--- src/rtl/cat_pkg.sv ---
// cat_pkg: shared constants, types and row update functions for the capcode
// activity table. No dependencies; cat_ctrl, cat_dpath, the top level and cat_checker import it.
package cat_pkg;

   localparam int TABLE_DEPTH = 32;
   localparam int ADDR_W      = $clog2(TABLE_DEPTH);
   localparam int CNT_W       = $clog2(TABLE_DEPTH + 1);
   localparam int IDX_W       = 5;
   localparam int WIDE_W      = (CNT_W > IDX_W) ? CNT_W : IDX_W;
   localparam int CSR_IDX_W   = 3;
   localparam int CSR_DATA_W  = 16;

   localparam logic [15:0] SAT16 = 16'hFFFF;
   localparam logic [7:0]  SAT8  = 8'hFF;

   typedef logic [2:0] cmd_type;
   localparam cmd_type CMD_RECORD  = 3'd0;
   localparam cmd_type CMD_READ    = 3'd1;
   localparam cmd_type CMD_BUSIEST = 3'd2;
   localparam cmd_type CMD_SORT    = 3'd3;
   localparam cmd_type CMD_TALLY   = 3'd4;

   typedef logic [1:0] status_type;
   localparam status_type ST_OK   = 2'd0;
   localparam status_type ST_MISS = 2'd1;
   localparam status_type ST_FULL = 2'd2;

   typedef logic [2:0] role_type;
   localparam role_type ROLE_UNKNOWN  = 3'd0;
   localparam role_type ROLE_TONE     = 3'd1;
   localparam role_type ROLE_CALLBACK = 3'd2;
   localparam role_type ROLE_CLINICAL = 3'd3;
   localparam role_type ROLE_DISPATCH = 3'd4;
   localparam role_type ROLE_ROUTINE  = 3'd5;

   typedef logic [CSR_IDX_W-1:0] csr_idx_type;
   localparam csr_idx_type CSR_IDENTITY = 3'd0;
   localparam csr_idx_type CSR_LOCATION = 3'd1;
   localparam csr_idx_type CSR_CLINICAL = 3'd2;
   localparam csr_idx_type CSR_INCIDENT = 3'd3;
   localparam csr_idx_type CSR_TONE     = 3'd4;
   localparam csr_idx_type CSR_NUMERIC  = 3'd5;

   typedef struct packed {
      logic [15:0] identity_mask;
      logic [15:0] location_mask;
      logic [15:0] clinical_mask;
      logic [15:0] incident_mask;
      logic [1:0]  tone_kind;
      logic [1:0]  numeric_kind;
   } cfg_type;

   typedef struct packed {
      logic [20:0] key;
      logic [31:0] first_tick;
      logic [31:0] last_tick;
      logic [15:0] pages;
      logic [15:0] flags;
      logic [3:0]  kinds;
      logic [3:0]  grade;
      logic [7:0]  score;
      logic [31:0] category;
      role_type    role;
   } row_type;

   localparam int ROW_W = $bits(row_type);

   typedef struct packed {
      status_type status;
      row_type    row;
   } res_type;

   typedef enum logic [4:0] {
      S_IDLE, S_DISPATCH, S_REC_RD, S_REC_CHK, S_REC_NEW, S_READ_WAIT,
      S_BUS_RD, S_BUS_CHK, S_TAL_RD, S_TAL_CHK, S_SORT_I, S_SORT_KEY,
      S_SORT_J, S_SORT_CMP, S_FINISH
   } state_type;

   typedef enum logic [4:0] {
      OP_NONE, OP_LATCH, OP_RD_PTR, OP_PTR_INC, OP_REC_HIT, OP_REC_NEW,
      OP_REC_DROP, OP_RD_IDX, OP_READ_DONE, OP_MISS, OP_BUS_STEP, OP_BUS_DONE,
      OP_TAL_STEP, OP_TAL_DONE, OP_SORT_INIT, OP_SORT_KEY, OP_RD_JM1,
      OP_SORT_SHIFT, OP_SORT_PLACE, OP_SORT_DONE
   } dp_op_type;

   typedef struct packed {
      dp_op_type op;
      logic      rsp_load;
      logic      req_ready;
   } ctl_type;

   typedef struct packed {
      cmd_type cmd;
      logic    req_valid;
      logic    at_end;
      logic    hit;
      logic    full;
      logic    j_zero;
      logic    ahead;
      logic    in_range;
      logic    out_free;
   } sts_type;

   function automatic logic [7:0] byte_inc(logic [7:0] b);
      return (b != SAT8) ? b + 8'd1 : b;
   endfunction

   function automatic role_type infer_role(row_type r, cfg_type c);
      logic [3:0] tone;
      logic [3:0] num;
      logic [7:0] clin;
      logic [7:0] inc;
      tone = 4'b0001 << c.tone_kind;
      num  = 4'b0001 << c.numeric_kind;
      clin = r.category[7:0];
      inc  = r.category[15:8];
      if (r.pages == 16'd0) return ROLE_UNKNOWN;
      if (r.kinds == tone) return ROLE_TONE;
      if ((r.kinds & ~(tone | num)) == 4'd0) return ROLE_CALLBACK;
      if (clin != 8'd0 && clin >= inc) return ROLE_CLINICAL;
      if (inc != 8'd0) return ROLE_DISPATCH;
      return ROLE_ROUTINE;
   endfunction

   function automatic row_type rec_update(row_type r, logic [15:0] fl, logic [1:0] kind,
                                          logic [7:0] sc, logic [3:0] gr,
                                          logic [31:0] tick, cfg_type c);
      row_type u;
      u = r;
      if (u.pages != SAT16) u.pages = u.pages + 16'd1;
      u.last_tick = tick;
      u.flags     = u.flags | fl;
      u.kinds     = u.kinds | (4'b0001 << kind);
      if (sc > u.score) begin
         u.score = sc;
         u.grade = gr;
      end
      if ((fl & c.clinical_mask) != 16'd0) u.category[7:0]   = byte_inc(u.category[7:0]);
      if ((fl & c.incident_mask) != 16'd0) u.category[15:8]  = byte_inc(u.category[15:8]);
      if ((fl & c.identity_mask) != 16'd0) u.category[23:16] = byte_inc(u.category[23:16]);
      if ((fl & c.location_mask) != 16'd0) u.category[31:24] = byte_inc(u.category[31:24]);
      u.role = infer_role(u, c);
      return u;
   endfunction

endpackage

--- src/rtl/cat_ctrl.sv ---
// cat_ctrl: sequencer for record, read, busiest, sort and tally commands.
// Depends on cat_pkg; drives cat_dpath through ctl_type, watches sts_type.
module cat_ctrl import cat_pkg::*; (
   input  logic    clock,
   input  logic    reset,
   input  sts_type sts,
   output ctl_type ctl
);
   state_type state_ff, state_in;

   always_ff @(posedge clock) begin
      if (reset) begin
         state_ff <= S_IDLE;
      end else begin
         state_ff <= state_in;
      end
   end

   always_comb begin
      state_in      = state_ff;
      ctl.op        = OP_NONE;
      ctl.rsp_load  = 1'b0;
      ctl.req_ready = 1'b0;
      case (state_ff)
         S_IDLE: begin
            ctl.req_ready = 1'b1;
            if (sts.req_valid) begin
               ctl.op   = OP_LATCH;
               state_in = S_DISPATCH;
            end
         end
         S_DISPATCH: begin
            case (sts.cmd)
               CMD_RECORD:  state_in = S_REC_RD;
               CMD_READ: begin
                  if (sts.in_range) begin
                     ctl.op   = OP_RD_IDX;
                     state_in = S_READ_WAIT;
                  end else begin
                     ctl.op   = OP_MISS;
                     state_in = S_FINISH;
                  end
               end
               CMD_BUSIEST: state_in = S_BUS_RD;
               CMD_SORT: begin
                  ctl.op   = OP_SORT_INIT;
                  state_in = S_SORT_I;
               end
               CMD_TALLY:   state_in = S_TAL_RD;
               default: begin
                  ctl.op   = OP_MISS;
                  state_in = S_FINISH;
               end
            endcase
         end
         S_REC_RD: begin
            if (sts.at_end) begin
               state_in = S_REC_NEW;
            end else begin
               ctl.op   = OP_RD_PTR;
               state_in = S_REC_CHK;
            end
         end
         S_REC_CHK: begin
            if (sts.hit) begin
               ctl.op   = OP_REC_HIT;
               state_in = S_FINISH;
            end else begin
               ctl.op   = OP_PTR_INC;
               state_in = S_REC_RD;
            end
         end
         S_REC_NEW: begin
            ctl.op   = sts.full ? OP_REC_DROP : OP_REC_NEW;
            state_in = S_FINISH;
         end
         S_READ_WAIT: begin
            ctl.op   = OP_READ_DONE;
            state_in = S_FINISH;
         end
         S_BUS_RD: begin
            if (sts.at_end) begin
               ctl.op   = OP_BUS_DONE;
               state_in = S_FINISH;
            end else begin
               ctl.op   = OP_RD_PTR;
               state_in = S_BUS_CHK;
            end
         end
         S_BUS_CHK: begin
            ctl.op   = OP_BUS_STEP;
            state_in = S_BUS_RD;
         end
         S_TAL_RD: begin
            if (sts.at_end) begin
               ctl.op   = OP_TAL_DONE;
               state_in = S_FINISH;
            end else begin
               ctl.op   = OP_RD_PTR;
               state_in = S_TAL_CHK;
            end
         end
         S_TAL_CHK: begin
            ctl.op   = OP_TAL_STEP;
            state_in = S_TAL_RD;
         end
         S_SORT_I: begin
            if (sts.at_end) begin
               ctl.op   = OP_SORT_DONE;
               state_in = S_FINISH;
            end else begin
               ctl.op   = OP_RD_PTR;
               state_in = S_SORT_KEY;
            end
         end
         S_SORT_KEY: begin
            ctl.op   = OP_SORT_KEY;
            state_in = S_SORT_J;
         end
         S_SORT_J: begin
            if (sts.j_zero) begin
               ctl.op   = OP_SORT_PLACE;
               state_in = S_SORT_I;
            end else begin
               ctl.op   = OP_RD_JM1;
               state_in = S_SORT_CMP;
            end
         end
         S_SORT_CMP: begin
            if (sts.ahead) begin
               ctl.op   = OP_SORT_SHIFT;
               state_in = S_SORT_J;
            end else begin
               ctl.op   = OP_SORT_PLACE;
               state_in = S_SORT_I;
            end
         end
         S_FINISH: begin
            if (sts.out_free) begin
               ctl.rsp_load = 1'b1;
               state_in     = S_IDLE;
            end
         end
         default: state_in = S_IDLE;
      endcase
   end
endmodule

--- config.mk ---
export PLATFORM = sky130hd
export DESIGN_NAME = cat_ctrl
export DESIGN_NICKNAME = d
export VERILOG_FILES = /design/src/rtl/cat_pkg.sv /design/src/rtl/cat_ctrl.sv
export SDC_FILE = /design/constraint.sdc
export NUM_CORES = 1
export LEC_CHECK = 0
export BUFFER_PORTS_ARGS = -buffer_cell sky130_fd_sc_hd__buf_2
export CORE_UTILIZATION = 40
export CTS_CLUSTER_SIZE = 28
export DETAILED_ROUTE_END_ITERATION = 8
export HOLD_SLACK_MARGIN = 0.1
export PLACE_DENSITY = 0.67
export SLEW_MARGIN = 0
export SYNTH_ARGS = -nofsm -noshare
export SYNTH_HDL_FRONTEND = slang
export SYNTH_SLANG_ARGS = --single-unit
--- constraint.sdc ---
create_clock -name clock -period 1.2 [get_ports clock]
set_input_delay 0.24 -clock clock [delete_from_list [all_inputs] [get_ports clock]]
set_output_delay 0.24 -clock clock [all_outputs]
set_load 0.01 [all_outputs]
==> results_dict.tcl <==
set metrics [dict create \
    status "complete, but fails checks" \
    violations "setup timing" \
    hold_viol 0 \
    peakVddDrop_mv 1.42 \
    syn-num-nets 121 \
    holdPathStages 3 \
    start_util_pct 44.1 \
    start_kind "flip-flop" \
    multi_input_comb_area_um2 776 \
    fin_ws_ns -0.568 \
    critPathKind "flip-flop to primary output" \
    async_reset_ff_share_pct 0 \
    maxSlewViolCount 0 \
    htreeDepth 1 \
    seqCellArea_um2 92.6 \
    crit_path_end_kind "primary output" \
    overflow 0 \
    grt_max_degree 13 \
    cp_max_fo 9 \
    largest_reg_flops 4 \
    regMostFlops "state_ff" \
    ys.warnings.count 0 \
    fin_crit_sh_pct 147 \
    synthDistinctLibCells 49 \
    cts_tree "built" \
    dieArea_mm2 0.00215 \
    synthFlopType "dfxtp_1" \
    reg.largest.list "state_ff x4" \
    fin_crit_ns 1.77 \
    syn_area_per_cell_um2 7.29 \
    required_ns 0.96 \
    antenna_found_initial 0 \
    cts_root_buffer "clkbuf_4" \
    power.density_mw_per_mm2 2520 \
    diodes 0 \
    drc 0 \
    grt_pass1_wl_um 4430 \
    finalSetupViolCount 11 \
    fp-row-count 15 \
    first_pass_iters 4 \
    insertion_delay_ns 0.24 \
    clk_pin_slew_ns 0.04 \
    pre_cts_ws_ns -0.321 \
    die_y_um 46.4 \
    wl_per_cell_um 18.4 \
    port-buffer-count 19 \
    numClockSinks 4 \
    num_io_pins 20 \
    max_freq_mhz 566 \
    die_w_um 46.4 \
    dp_hpwl_um 2070 \
    utilization_pct 79.3 \
    num-fill-cells 126 \
    skew_ns 0.00310 \
    via_per_inst 6.03 \
    max_cap_viol_count 0 \
    fin_total_pwr_mw 3.56 \
    final_net_count 177 \
    hp-class "input pin to flip-flop" \
    worstRegToRegCells 7 \
    p_leak_nw 0.590 \
    worst_pin_slew_ns 0.466 \
    grt_use_total_pct 29.0 \
    netlist_instances 108 \
    num_vias 1127 \
    core_area_mm2 0.00178 \
    rsz0062_at_grt "true" \
    slew_headroom_pct 68.7 \
    grt_pass1_vias 987 \
    gp_congestion 0.865 \
    clock_path_buffers 2 \
    totalWireLength_um 3440 \
    synth-seq-cells 4 \
    ys_seq_area_share_pct 10.2 \
    drt_iter0_markers 30 \
    synth-edff-count 0 \
    area_delta_synth_final_pct 79.7 \
    cts_buffers 3 \
    drive_gt1_share_pct 63.0 \
    postRouteAntennaNets 0 \
    cp.arrival_ns 1.53 \
    syn_area_um2 787 \
]
[critical path, stage by stage, from the launching register on]
cell,delay (ns)
dfxtp_4,0.37
buf_4,0.15
nand3b_1,0.21
a211oi_2,0.29
a31o_1,0.14
buf_2,0.12
[cell families (layout without fill, tap and decap cells)]
| kind of cell | after synthesis | in the layout | synth area share (%) |
|---|---|---|---|
| AOI/OAI and AO/OA | 43 | 43 | 40.9 |
| buffers and inverters | 18 | 72 | 13.8 |
| DFF | 4 | 4 | 10.2 |
| muxes | 1 | 1 | 1.27 |
| and+or+nand+nor | 42 | 42 | 33.9 |
[per-stage QoR]
stage          hold WS (ns)  instance area (um2)  TNS, ns  std cells
3_3_place_gp          0.560                 1160    -2.28        177
5_1_grt               0.311                 1410    -4.58        187
2_1_floorplan         0.401                  880   -0.364        108
6_report              0.309                 1410    -4.26        187
3_5_place_dp          0.560                 1160    -2.57        177
4_1_cts               0.307                 1340    -3.77        185
[worst paths after layout]
path / from / endpoint / slack, ns
setup reg to reg: state_ff[2]$_SDFFE_PP0P_ / state_ff[2]$_SDFFE_PP0P_ / -0.34
setup / recovery: state_ff[2]$_SDFFE_PP0P_ / ctl[4] / -0.57
hold / removal: reset / state_ff[2]$_SDFFE_PP0P_ / 0.31
hold reg to reg: state_ff[2]$_SDFFE_PP0P_ / state_ff[3]$_SDFFE_PP0P_ / 0.67
[power by group]
| part | internal [mW] | switching, mW |
|---|---|---|
| registers | 0.227 | 0.152 |
| logic | 1.53 | 1.48 |
| clock network | 0.112 | 0.0612 |
| total | 1.87 | 1.69 |
[what timing repair did]
item                       CTS  global route
pin swaps                    4             3
setup endpoints to repair   11            11
buffers inserted             5             2
gates resized for setup     27            12
gates cloned                 0             0
hold buffers                 0             0
[area by class of cell]
cell class | instances | area share (%)
Multi-Input combinational cell | 86 | 54.9
Timing Repair Buffer | 63 | 33.0
Sequential cell | 4 | 6.55
Tap cell | 25 | 2.21
Inverter | 6 | 1.77
Clock buffer | 3 | 1.59
[cells in the final DEF, fill, tap and decap left out, types with 2 or more instances in the layout]
cell type  count
inv_1          5
nand3b_1       6
buf_6          9
nand4b_1       2
nor4_2         3
a311oi_1       2
o21ai_0        3
o21ai_1        2
buf_4         34
nor2_1         6
nor2b_1        2
buf_2         19
a31oi_1        2
a211oi_2       2
o211ai_2       2
a21oi_1        8
clkbuf_4       3
dfxtp_4        3
o21ai_2        2
nand2b_1       7
[cell usage after synthesis, types with 2 or more instances]
cell type  number  area share [%]
dfxtp_1         4              10
nor2_1          6             2.9
nor2b_1         3             2.4
a311oi_1        2             2.2
buf_4           3             2.9
a21oi_1        10             6.4
inv_1           5             2.4
buf_6           3             4.3
or2_1           2             1.6
o211ai_2        2             3.2
a31oi_1         4             3.2
nand2b_1        8             6.4
buf_2           5             3.2
nor4_1          3             2.4
nand4b_1        2             2.2
nand2_1         3             1.4
o22ai_1         2             1.6
nand3b_1        6             5.7
o21ai_0         5             3.2
[metal layers]
| layer | track usage (%) | wire, um | up-vias |
|---|---|---|---|
| li1 | - | - | 526 |
| met1 | 35.3 | 1320 | 523 |
| met2 | 51.9 | 1770 | 61 |
| met3 | 2.35 | 209 | 17 |
| met4 | 10.0 | 141 | 0 |
| met5 | 0 | 0 | - |
(Power assumes the default switching activity.)
